`src/rtl/bdq_pkg.sv`:
```
// ----------------------------------------------------------------------------
// bdq_pkg
// Shared types and codes for the bounded deque with search.
// ----------------------------------------------------------------------------
package bdq_pkg;

    localparam int DEF_CAPACITY = 16;

    typedef enum logic [2:0] {
        OP_PUSH_FRONT = 3'd0,
        OP_PUSH_BACK  = 3'd1,
        OP_POP_FRONT  = 3'd2,
        OP_POP_BACK   = 3'd3,
        OP_SEARCH     = 3'd4
    } op_t;

    localparam logic [1:0] ST_OK    = 2'd0;
    localparam logic [1:0] ST_EMPTY = 2'd1;
    localparam logic [1:0] ST_FULL  = 2'd2;

    typedef struct packed {
        logic [2:0]         op;
        logic signed [31:0] item_value;
    } in_word_t;

    typedef struct packed {
        logic signed [31:0] removed_value;
        logic               found;
        logic [3:0]         match_position;
        logic [1:0]         status;
        logic               is_empty;
        logic [4:0]         element_count;
    } out_word_t;

    // per-cycle commands broadcast to every cell
    typedef struct packed {
        logic shift_back;   // insert at front: all entries move one place back
        logic shift_front;  // remove at front: all entries move one place forward
        logic load_tail;    // insert at back: first empty cell takes the value
        logic mark_key;     // tag cells whose entry equals the key
        logic mark_tail;    // tag the last entry and drop it
        logic scan;         // tags and carried values move one cell forward
    } cell_ctrl_t;

endpackage

```
`src/rtl/bounded_deque_with_search.sv`:
```
// ----------------------------------------------------------------------------
// bounded_deque_with_search
// Bounded double-ended queue of signed 32-bit words with linear search.
// ----------------------------------------------------------------------------
// Entries sit in a chain of CAPACITY cells, front entry in cell 0. Inserts at
// either end and removal from the front update the chain when the word is
// accepted. A search compares all cells at once, then walks the match flags
// forward one cell a cycle until a flag reaches cell 0 or the scan runs past
// the last entry. Removal from the back tags the last entry and moves its
// value forward the same way. One word is in work at a time, and the input
// side stalls while a finished result waits in the result register.
module bounded_deque_with_search
    import bdq_pkg::*;
#(
    parameter int CAPACITY = DEF_CAPACITY
)
(
    input  logic      clk,
    input  logic      rst_n,
    input  logic      in_valid,
    output logic      in_stall,
    input  in_word_t  in_word,
    output logic      out_valid,
    input  logic      out_stall,
    output out_word_t out_word
);

    localparam int CW = $clog2(CAPACITY + 1);

    typedef enum logic [1:0] {
        S_IDLE = 2'b01,
        S_SCAN = 2'b10
    } state_t;

    state_t          state_reg, state_next;
    logic [CW-1:0]   count_reg, count_next;
    logic [CW-1:0]   scan_cnt_reg, scan_cnt_next;
    logic            scan_search_reg, scan_search_next;
    logic            out_valid_reg, out_valid_next;
    out_word_t       out_reg, out_next;

    cell_ctrl_t         ctrl;
    logic signed [31:0] data_w  [CAPACITY];
    logic               valid_w [CAPACITY];
    logic               tag_w   [CAPACITY];
    logic signed [31:0] cval_w  [CAPACITY];

    logic accept, out_free, full, empty, scan_done;

    function automatic out_word_t make_out(
        input logic signed [31:0] removed,
        input logic               hit,
        input logic [CW-1:0]      pos,
        input logic [1:0]         stat,
        input logic [CW-1:0]      cnt
    );
        out_word_t w;
        w.removed_value  = removed;
        w.found          = hit;
        w.match_position = 4'(pos);
        w.status         = stat;
        w.is_empty       = (cnt == '0);
        w.element_count  = 5'(cnt);
        return w;
    endfunction

    // cell chain
    for (genvar i = 0; i < CAPACITY; i++)
    begin : g_cell
        logic signed [31:0] prev_data, next_data, next_cval;
        logic               prev_valid, next_valid, next_tag;

        if (i == 0)
        begin : g_head
            assign prev_data  = in_word.item_value;
            assign prev_valid = 1'b1;
        end
        else
        begin : g_body
            assign prev_data  = data_w[i-1];
            assign prev_valid = valid_w[i-1];
        end

        if (i == CAPACITY - 1)
        begin : g_last
            assign next_data  = '0;
            assign next_valid = 1'b0;
            assign next_tag   = 1'b0;
            assign next_cval  = '0;
        end
        else
        begin : g_mid
            assign next_data  = data_w[i+1];
            assign next_valid = valid_w[i+1];
            assign next_tag   = tag_w[i+1];
            assign next_cval  = cval_w[i+1];
        end

        bdq_cell u_cell (
            .clk        (clk),
            .rst_n      (rst_n),
            .ctrl       (ctrl),
            .word_value (in_word.item_value),
            .prev_data  (prev_data),
            .prev_valid (prev_valid),
            .next_data  (next_data),
            .next_valid (next_valid),
            .next_tag   (next_tag),
            .next_cval  (next_cval),
            .data       (data_w[i]),
            .valid      (valid_w[i]),
            .tag        (tag_w[i]),
            .cval       (cval_w[i])
        );
    end

    assign out_free = !out_valid_reg || !out_stall;
    assign in_stall = (state_reg != S_IDLE) || !out_free;
    assign accept   = in_valid && !in_stall;
    assign full     = (count_reg == CW'(CAPACITY));
    assign empty    = (count_reg == '0);

    // match flag has reached the front, or a search ran past the last entry
    assign scan_done = tag_w[0] ||
        (scan_search_reg && (({1'b0, scan_cnt_reg} + 1'b1) >= {1'b0, count_reg}));

    always_comb
    begin
        state_next       = state_reg;
        count_next       = count_reg;
        scan_cnt_next    = scan_cnt_reg;
        scan_search_next = scan_search_reg;
        out_valid_next   = out_valid_reg && out_stall;
        out_next         = out_reg;
        ctrl             = '0;

        unique case (state_reg)
            S_IDLE:
            begin
                if (accept)
                begin
                    unique case (in_word.op) inside
                        OP_PUSH_FRONT, OP_PUSH_BACK:
                        begin
                            if (full)
                            begin
                                out_next = make_out('0, 1'b0, '0, ST_FULL, count_reg);
                            end
                            else
                            begin
                                ctrl.shift_back = (in_word.op == OP_PUSH_FRONT);
                                ctrl.load_tail  = (in_word.op == OP_PUSH_BACK);
                                count_next      = count_reg + 1'b1;
                                out_next = make_out('0, 1'b0, '0, ST_OK, count_next);
                            end
                            out_valid_next = 1'b1;
                        end
                        OP_POP_FRONT:
                        begin
                            if (empty)
                            begin
                                out_next = make_out('0, 1'b0, '0, ST_EMPTY, count_reg);
                            end
                            else
                            begin
                                ctrl.shift_front = 1'b1;
                                count_next       = count_reg - 1'b1;
                                out_next = make_out(data_w[0], 1'b0, '0, ST_OK, count_next);
                            end
                            out_valid_next = 1'b1;
                        end
                        OP_POP_BACK:
                        begin
                            if (empty)
                            begin
                                out_next = make_out('0, 1'b0, '0, ST_EMPTY, count_reg);
                                out_valid_next = 1'b1;
                            end
                            else
                            begin
                                ctrl.mark_tail   = 1'b1;
                                count_next       = count_reg - 1'b1;
                                scan_cnt_next    = '0;
                                scan_search_next = 1'b0;
                                state_next       = S_SCAN;
                            end
                        end
                        OP_SEARCH:
                        begin
                            if (empty)
                            begin
                                out_next = make_out('0, 1'b0, '0, ST_OK, count_reg);
                                out_valid_next = 1'b1;
                            end
                            else
                            begin
                                ctrl.mark_key    = 1'b1;
                                scan_cnt_next    = '0;
                                scan_search_next = 1'b1;
                                state_next       = S_SCAN;
                            end
                        end
                        default:
                        begin
                            out_next = make_out('0, 1'b0, '0, ST_OK, count_reg);
                            out_valid_next = 1'b1;
                        end
                    endcase
                end
            end
            S_SCAN:
            begin
                if (scan_done)
                begin
                    if (out_free)
                    begin
                        if (scan_search_reg)
                        begin
                            out_next = make_out('0, tag_w[0],
                                tag_w[0] ? scan_cnt_reg : '0, ST_OK, count_reg);
                        end
                        else
                        begin
                            out_next = make_out(cval_w[0], 1'b0, '0, ST_OK, count_reg);
                        end
                        out_valid_next = 1'b1;
                        state_next     = S_IDLE;
                    end
                end
                else
                begin
                    ctrl.scan     = 1'b1;
                    scan_cnt_next = scan_cnt_reg + 1'b1;
                end
            end
            default:
            begin
                state_next = S_IDLE;
            end
        endcase
    end

    always_ff @(posedge clk or negedge rst_n)
    begin
        if (!rst_n)
        begin
            state_reg       <= S_IDLE;
            count_reg       <= '0;
            scan_cnt_reg    <= '0;
            scan_search_reg <= 1'b0;
            out_valid_reg   <= 1'b0;
        end
        else
        begin
            state_reg       <= state_next;
            count_reg       <= count_next;
            scan_cnt_reg    <= scan_cnt_next;
            scan_search_reg <= scan_search_next;
            out_valid_reg   <= out_valid_next;
        end
    end

    always_ff @(posedge clk)
    begin
        out_reg <= out_next;
    end

    assign out_valid = out_valid_reg;
    assign out_word  = out_reg;

endmodule

```
`src/rtl/bdq_cell.sv`:
```
// ----------------------------------------------------------------------------
// bdq_cell
// One storage cell of the deque chain: entry, valid flag and scan carrier.
// ----------------------------------------------------------------------------
module bdq_cell
    import bdq_pkg::*;
(
    input  logic               clk,
    input  logic               rst_n,
    input  cell_ctrl_t         ctrl,
    input  logic signed [31:0] word_value,
    input  logic signed [31:0] prev_data,
    input  logic               prev_valid,
    input  logic signed [31:0] next_data,
    input  logic               next_valid,
    input  logic               next_tag,
    input  logic signed [31:0] next_cval,
    output logic signed [31:0] data,
    output logic               valid,
    output logic               tag,
    output logic signed [31:0] cval
);

    logic signed [31:0] data_reg, data_next;
    logic               valid_reg, valid_next;
    logic               tag_reg, tag_next;
    logic signed [31:0] cval_reg, cval_next;
    logic               tail;

    assign tail = valid_reg && !next_valid;

    always_comb
    begin
        data_next  = data_reg;
        valid_next = valid_reg;
        tag_next   = tag_reg;
        cval_next  = cval_reg;
        if (ctrl.shift_back)
        begin
            data_next  = prev_data;
            valid_next = prev_valid;
        end
        else if (ctrl.shift_front)
        begin
            data_next  = next_data;
            valid_next = next_valid;
        end
        else if (ctrl.load_tail)
        begin
            if (!valid_reg && prev_valid)
            begin
                data_next  = word_value;
                valid_next = 1'b1;
            end
        end
        else if (ctrl.mark_key)
        begin
            tag_next = valid_reg && (data_reg == word_value);
        end
        else if (ctrl.mark_tail)
        begin
            tag_next   = tail;
            cval_next  = data_reg;
            valid_next = valid_reg && !tail;
        end
        else if (ctrl.scan)
        begin
            tag_next  = next_tag;
            cval_next = next_cval;
        end
    end

    always_ff @(posedge clk or negedge rst_n)
    begin
        if (!rst_n)
        begin
            valid_reg <= 1'b0;
            tag_reg   <= 1'b0;
        end
        else
        begin
            valid_reg <= valid_next;
            tag_reg   <= tag_next;
        end
    end

    always_ff @(posedge clk)
    begin
        data_reg <= data_next;
        cval_reg <= cval_next;
    end

    assign data  = data_reg;
    assign valid = valid_reg;
    assign tag   = tag_reg;
    assign cval  = cval_reg;

endmodule
```
`config.mk`:
```
export PLATFORM = sky130hd
export DESIGN_NAME = bounded_deque_with_search
export DESIGN_NICKNAME = d
export VERILOG_FILES = /design/src/rtl/bdq_pkg.sv /design/src/rtl/bounded_deque_with_search.sv /design/src/rtl/bdq_cell.sv
export SDC_FILE = /design/constraint.sdc
export NUM_CORES = 2
export LEC_CHECK = 0
export BUFFER_PORTS_ARGS = -buffer_cell sky130_fd_sc_hd__buf_2
export CAP_MARGIN = 25
export CORE_AREA = 2 2 369 371
export CTS_CLUSTER_DIAMETER = 40
export DETAILED_ROUTE_END_ITERATION = 6
export DIE_AREA = 0 0 371 373
export MAX_ROUTING_LAYER = met4
export PLACE_DENSITY = 0.67
export REMOVE_ABC_BUFFERS = 1
export SLEW_MARGIN = 20
export SYNTH_ARGS = -nofsm -noshare
export SYNTH_HDL_FRONTEND = slang
export SYNTH_SLANG_ARGS = --single-unit
```
`constraint.sdc`:
```
create_clock -name clk -period 87.4 [get_ports clk]
set_input_delay 17.48 -clock clk [delete_from_list [all_inputs] [get_ports clk]]
set_output_delay 17.48 -clock clk [all_outputs]
set_load 0.1 [all_outputs]
```
# == Word-level counts from Yosys, hierarchy flattened ==
# Cells that the tools add are included.
# word_totals
register_bits,1115
inputBits,39
out_inout_bits,47
wordCells,576
# op_classes
n_addsub,4
magnitude_cmp,1
eq_ne,53
mux,285
n_bitwise,4
n_reduce_logical,154
# op_table
cell,count
two-way mux 32 bit,96
== test 32 bit,16
two-way mux 45 bit,7
one-hot mux 45 bit (4 select lines),1
two-way mux 1 bit,160
one-hot mux 45 bit (2 select lines),1
inequality test 4 x 1 -> 1 bit (second input constant),16
nonzero test 3 bit,17
logical AND 1 bit,49
AND reduction 3 bit,15
two-way mux 5 bit,8
logical NOT 1 bit,34
AND reduction 2 bit,17
AND reduction 5 bit,5
inequality test 2 bit (second input constant),10
one-hot mux 5 bit (2 select lines),2
logical NOT 5 bit,3
adder 5 x 1 -> 5 bit (second input constant),2
two-way mux 2 bit,5
inequality test 3 bit (second input constant),3
two-way mux 8 bit,1
nonzero test 2 bit,4
adder 5 x 1 -> 6 bit (second input constant),1
== test 3 x 2 -> 1 bit (second input constant),2
other kinds (18),26

# == Logic depth before layout (Yosys ltp) ==
# depth
word_depth,13
depth_mapped,12
depth_no_buf,10

# == By module ==
# Synthesis repeated with hierarchy kept, for this count alone.
# hier_totals
cells_unflattened,4680
area_unflattened_um2,58991.6
# modules_own_cells
module,n_inst,cells_each,area_each_um2,seq_area_each_um2
bdq_cell (g_cell[0].u_cell ...),15,276,3487.1,1971.9
bdq_cell (g_cell[7].u_cell),1,270,3464.6,1971.9
bounded_deque_with_search,1,270,3220.6,1702.9

# == Least setup slack after synthesis ==
# Ideal clock, no wire load.
# synth_timing
kind,in2reg
start,in in_valid
end,reg g_cell[0].u_cell.cval_reg[0] (enable)
setup_time_ns,2.015
arrival_ns,53.062
setup_slack_ns,32.323
cell_stages,8
cell_sequence,and2_1 > nand2_2 > nor3_2 > buf_2 > buf_2 > buf_2 > a21oi_1 > nor3_1
# synth_via
elab_chain_cells,5
word_cells_on_any_way,9
classes_between,mux (2); bitwise (4); reduce/logical (3)
# synth_rtl
item,line,source
start: declaration,bounded_deque_with_search.sv:20,"input logic in_valid,"
logical AND 1 bit *,bounded_deque_with_search.sv:119,assign accept = in_valid && !in_stall;
two-way mux 5 bit *,bounded_deque_with_search.sv:140,if (accept)
two-way mux 5 bit *,bounded_deque_with_search.sv:137,unique case (state_reg)
nonzero test 2 bit (no source line) / inverter 1 bit (equally long branches),--,
AND reduction 5 bit (no source line) *,--,
end signal: assignment,bdq_cell.sv:90,cval_reg <= cval_next;
end: declaration,bdq_cell.sv:27,"logic signed [31:0] cval_reg, cval_next;"
# Every way passes the cells marked *; elsewhere a longest branch is shown, timed or not.
# A chain may end at the register's enable or synchronous reset.

# == Final worst setup path ==
# layout_timing
start,in out_stall
end,out in_stall
# layout_via
elab_chain_cells,4
# layout_rtl
item,line,source
start: declaration,bounded_deque_with_search.sv:24,"input logic out_stall,"
logical NOT 1 bit,bounded_deque_with_search.sv:117,assign out_free = !out_valid_reg || !out_stall;
logical OR 1 bit,bounded_deque_with_search.sv:117,
logical NOT 1 bit,bounded_deque_with_search.sv:118,assign in_stall = (state_reg != S_IDLE) || !out_free;
logical OR 1 bit,bounded_deque_with_search.sv:118,
end: declaration,bounded_deque_with_search.sv:21,"output logic in_stall,"
# Every way passes these cells.

==> metrics.cfg <==
[outcome]
status = completed

[worst_setup_path]
crit_type = input pin to output pin
crit_path_top_delay_cell = buf_2
cp_max_fo = 6
start_kind = input pin
slowest_delay_ns = 0.42
critPathRequiredTime_ns = 69.92
worstPathArrival_ns = 18.24
path_cells = buf_2, nand2_1, nand2_1, buf_2
cp-end-kind = output pin

[placement]
io_buffer_count = 85
hpwl_um = 101000
gp_congestion = 0.917

[sta]
final.setup.tns_ns = 0
max_freq_mhz = 28.0
finalHoldViolCount = 0
finalClockSkew_ns = 0.0256
fin_crit_ns = 35.72
worst_pin_slew_ns = 1.22
rsz0062_at_grt = false
period_share = 0.409
setup_viol = 0
max_slew_margin = 0.186
finalMaxSlewViolations = 0

[clock_network]
cts_buffer_depth = 3
cts-root-buf = clkbuf_16
clkSinkCount = 1115
cts_buffers = 151
post-cts-setup-buffers = 0
cts_hold_buf = 0
htreeDepth = 4
path_clk_slew_ns = 0.06
cts_tree = yes
cts_resized = 0
clk_latency_ns = 0.77

[logic_synthesis]
netlist_instances = 3596
yosys_warnings = 0
synth_top_cell_by_area = edfxtp_1
synth.distinct_cells = 68
ys_async_sr_fraction = 0.0413
ys_ff_latch = 1115
synthFlopType = edfxtp_1
netlist_area_um2 = 53500
syn_area_per_cell_um2 = 14.9
yosysSeqAreaShare = 0.621
synth_top_cell_area_share = 0.600
synth_area_leaders = edfxtp_1 60%, mux2_2 10%, a221o_1 8.4%
synth_edf_count = 1069

[finish]
fillers = 11700
layout_commonest_cell = edfxtp_1
regArea_um2 = 33300
areaGrowthSynthToFinish_pct = 13.5
multiInputGateArea_um2 = 19100
layout-drive-gt1-share = 0.255
num-nets-final = 3638
mostFrequentLayoutCells = 1069 x edfxtp_1, 497 x mux2_2, 451 x a221o_1

[routing]
drtPass1Iterations = 6
ant_nets = 0
wl_per_cell_um = 27.0
drt_wl_total_um = 148000
drt_iter0_drc = 4071
vias = 32700
drc_errors = 0
avgViaCountPerCell = 5.95

[global_route]
grt_start_max_net_pins = 230
grt_pass1_vias = 31700
grt_use_total = 0.216
grt_overflow = 0
antenna_found_initial = 8
grt_first_pass_wirelength_um = 218000

[power]
power_switching_uw = 468
fin_total_pwr_mw = 1.61
p_sw_frac = 0.290
p_int_mw = 1.15
power.share.clock = 0.385
p_comb_frac = 0.173
powerDensity_nw_per_um2 = 26.6
leakage_nw = 20.0
pwr-share-seq = 0.441
vdd_drop_max_v = 0.0000198

[floorplan]
rows = 135
coreArea_um2 = 135000
initial_core_util = 0.397
ios = 86
die_h_um = 373
die_area_um2 = 138000
die_x_um = 371

[job]
max-cap-violations = 0

[min_path]
min_path_type = register to register

==> per-stage QoR <==
step | hold WS, ns | worst slack, ns | utilization | instances | area (um^2)
finish | 0.510 | 51.68 | 0.451 | 5491 | 60700
global route | 0.526 | 51.63 | 0.451 | 5491 | 60700
detailed placement | 0.497 | 51.67 | 0.413 | 5214 | 55600
floorplan | 0.481 | 12.90 | - | 3295 | 52200
global placement | 0.491 | 51.68 | 0.412 | 5211 | 55500
CTS | 0.509 | 51.67 | 0.451 | 5484 | 60700
==> worst max-delay path: cells and delay by family <==
| kind | cells | cell delay, ns |
|---|---|---|
| buffers and inverters | 2 | 0.51 |
| and+or+nand+nor | 2 | 0.24 |
==> per-layer routing <==
layer / global-route usage / vias up / wire, um
li1: - / 14400 / -
met5: - / - / 0
met2: 0.317 / 1508 / 67800
met4: 0.128 / 0 / 9540
met3: 0.0253 / 287 / 9320
met1: 0.290 / 16500 / 61400
==> power by group through the flow <==
| stage | logic (mW) | clock network [mW] | registers (mW) |
|---|---|---|---|
| floorplan | 0.174 | 0 | 0.801 |
| global placement | 0.273 | 0 | 0.720 |
| detailed placement | 0.278 | 0 | 0.723 |
| CTS | 0.280 | 0.629 | 0.712 |
| global route | 0.297 | 0.651 | 0.719 |
| finish | 0.280 | 0.622 | 0.713 |
==> cells in the mapped netlist (50+ instances only) <==
master and number:
clkbuf_1 157, xor2_1 235, nand4_1 94, mux2_2 497
a221o_1 451, edfxtp_1 1069, o21ai_0 70, nand2_1 138
xnor2_1 286, nor4_1 76, buf_2 118, a22o_1 50
==> cells by family after synthesis <==
kind of cell | share of synthesized area
mux | 0.105
buf+inv | 0.0259
flops | 0.621
xor+xnor | 0.0853
compound gates | 0.112
fa+ha+maj | 0.00281
simple gates | 0.0478
==> path summary, 6_finish.rpt <==
| path | startpoint | endpoint | slack (ns) | depth (start not counted) |
|---|---|---|---|---|
| setup / recovery | out_stall | in_stall | 51.68 | 4 |
| hold / removal | g_cell[11].u_cell.tag | g_cell[11].u_cell.tag | 0.51 | 1 |
| setup reg to reg | count_reg[3] | g_cell[15].u_cell.cval[10] | 80.92 | 11 |
| hold reg to reg | g_cell[11].u_cell.tag | g_cell[11].u_cell.tag | 0.51 | 1 |
| max in group asynchronous | rst_n | g_cell[14].u_cell.valid | 70.06 | 2 |
| min in group asynchronous | rst_n | out_valid | 16.85 | 2 |
==> layout make-up <==
cell class | count | area share
flip-flops and latches | 1115 | 0.548
multi-input cells | 2167 | 0.315
clock buffers | 175 | 0.0655
well taps | 1781 | 0.0367
clock inverters | 95 | 0.0185
repair buffers | 139 | 0.0159
inverters | 13 | 0.000804
diodes | 6 | 0.000247
No activity file was read; power rests on OpenSTA's default activity.
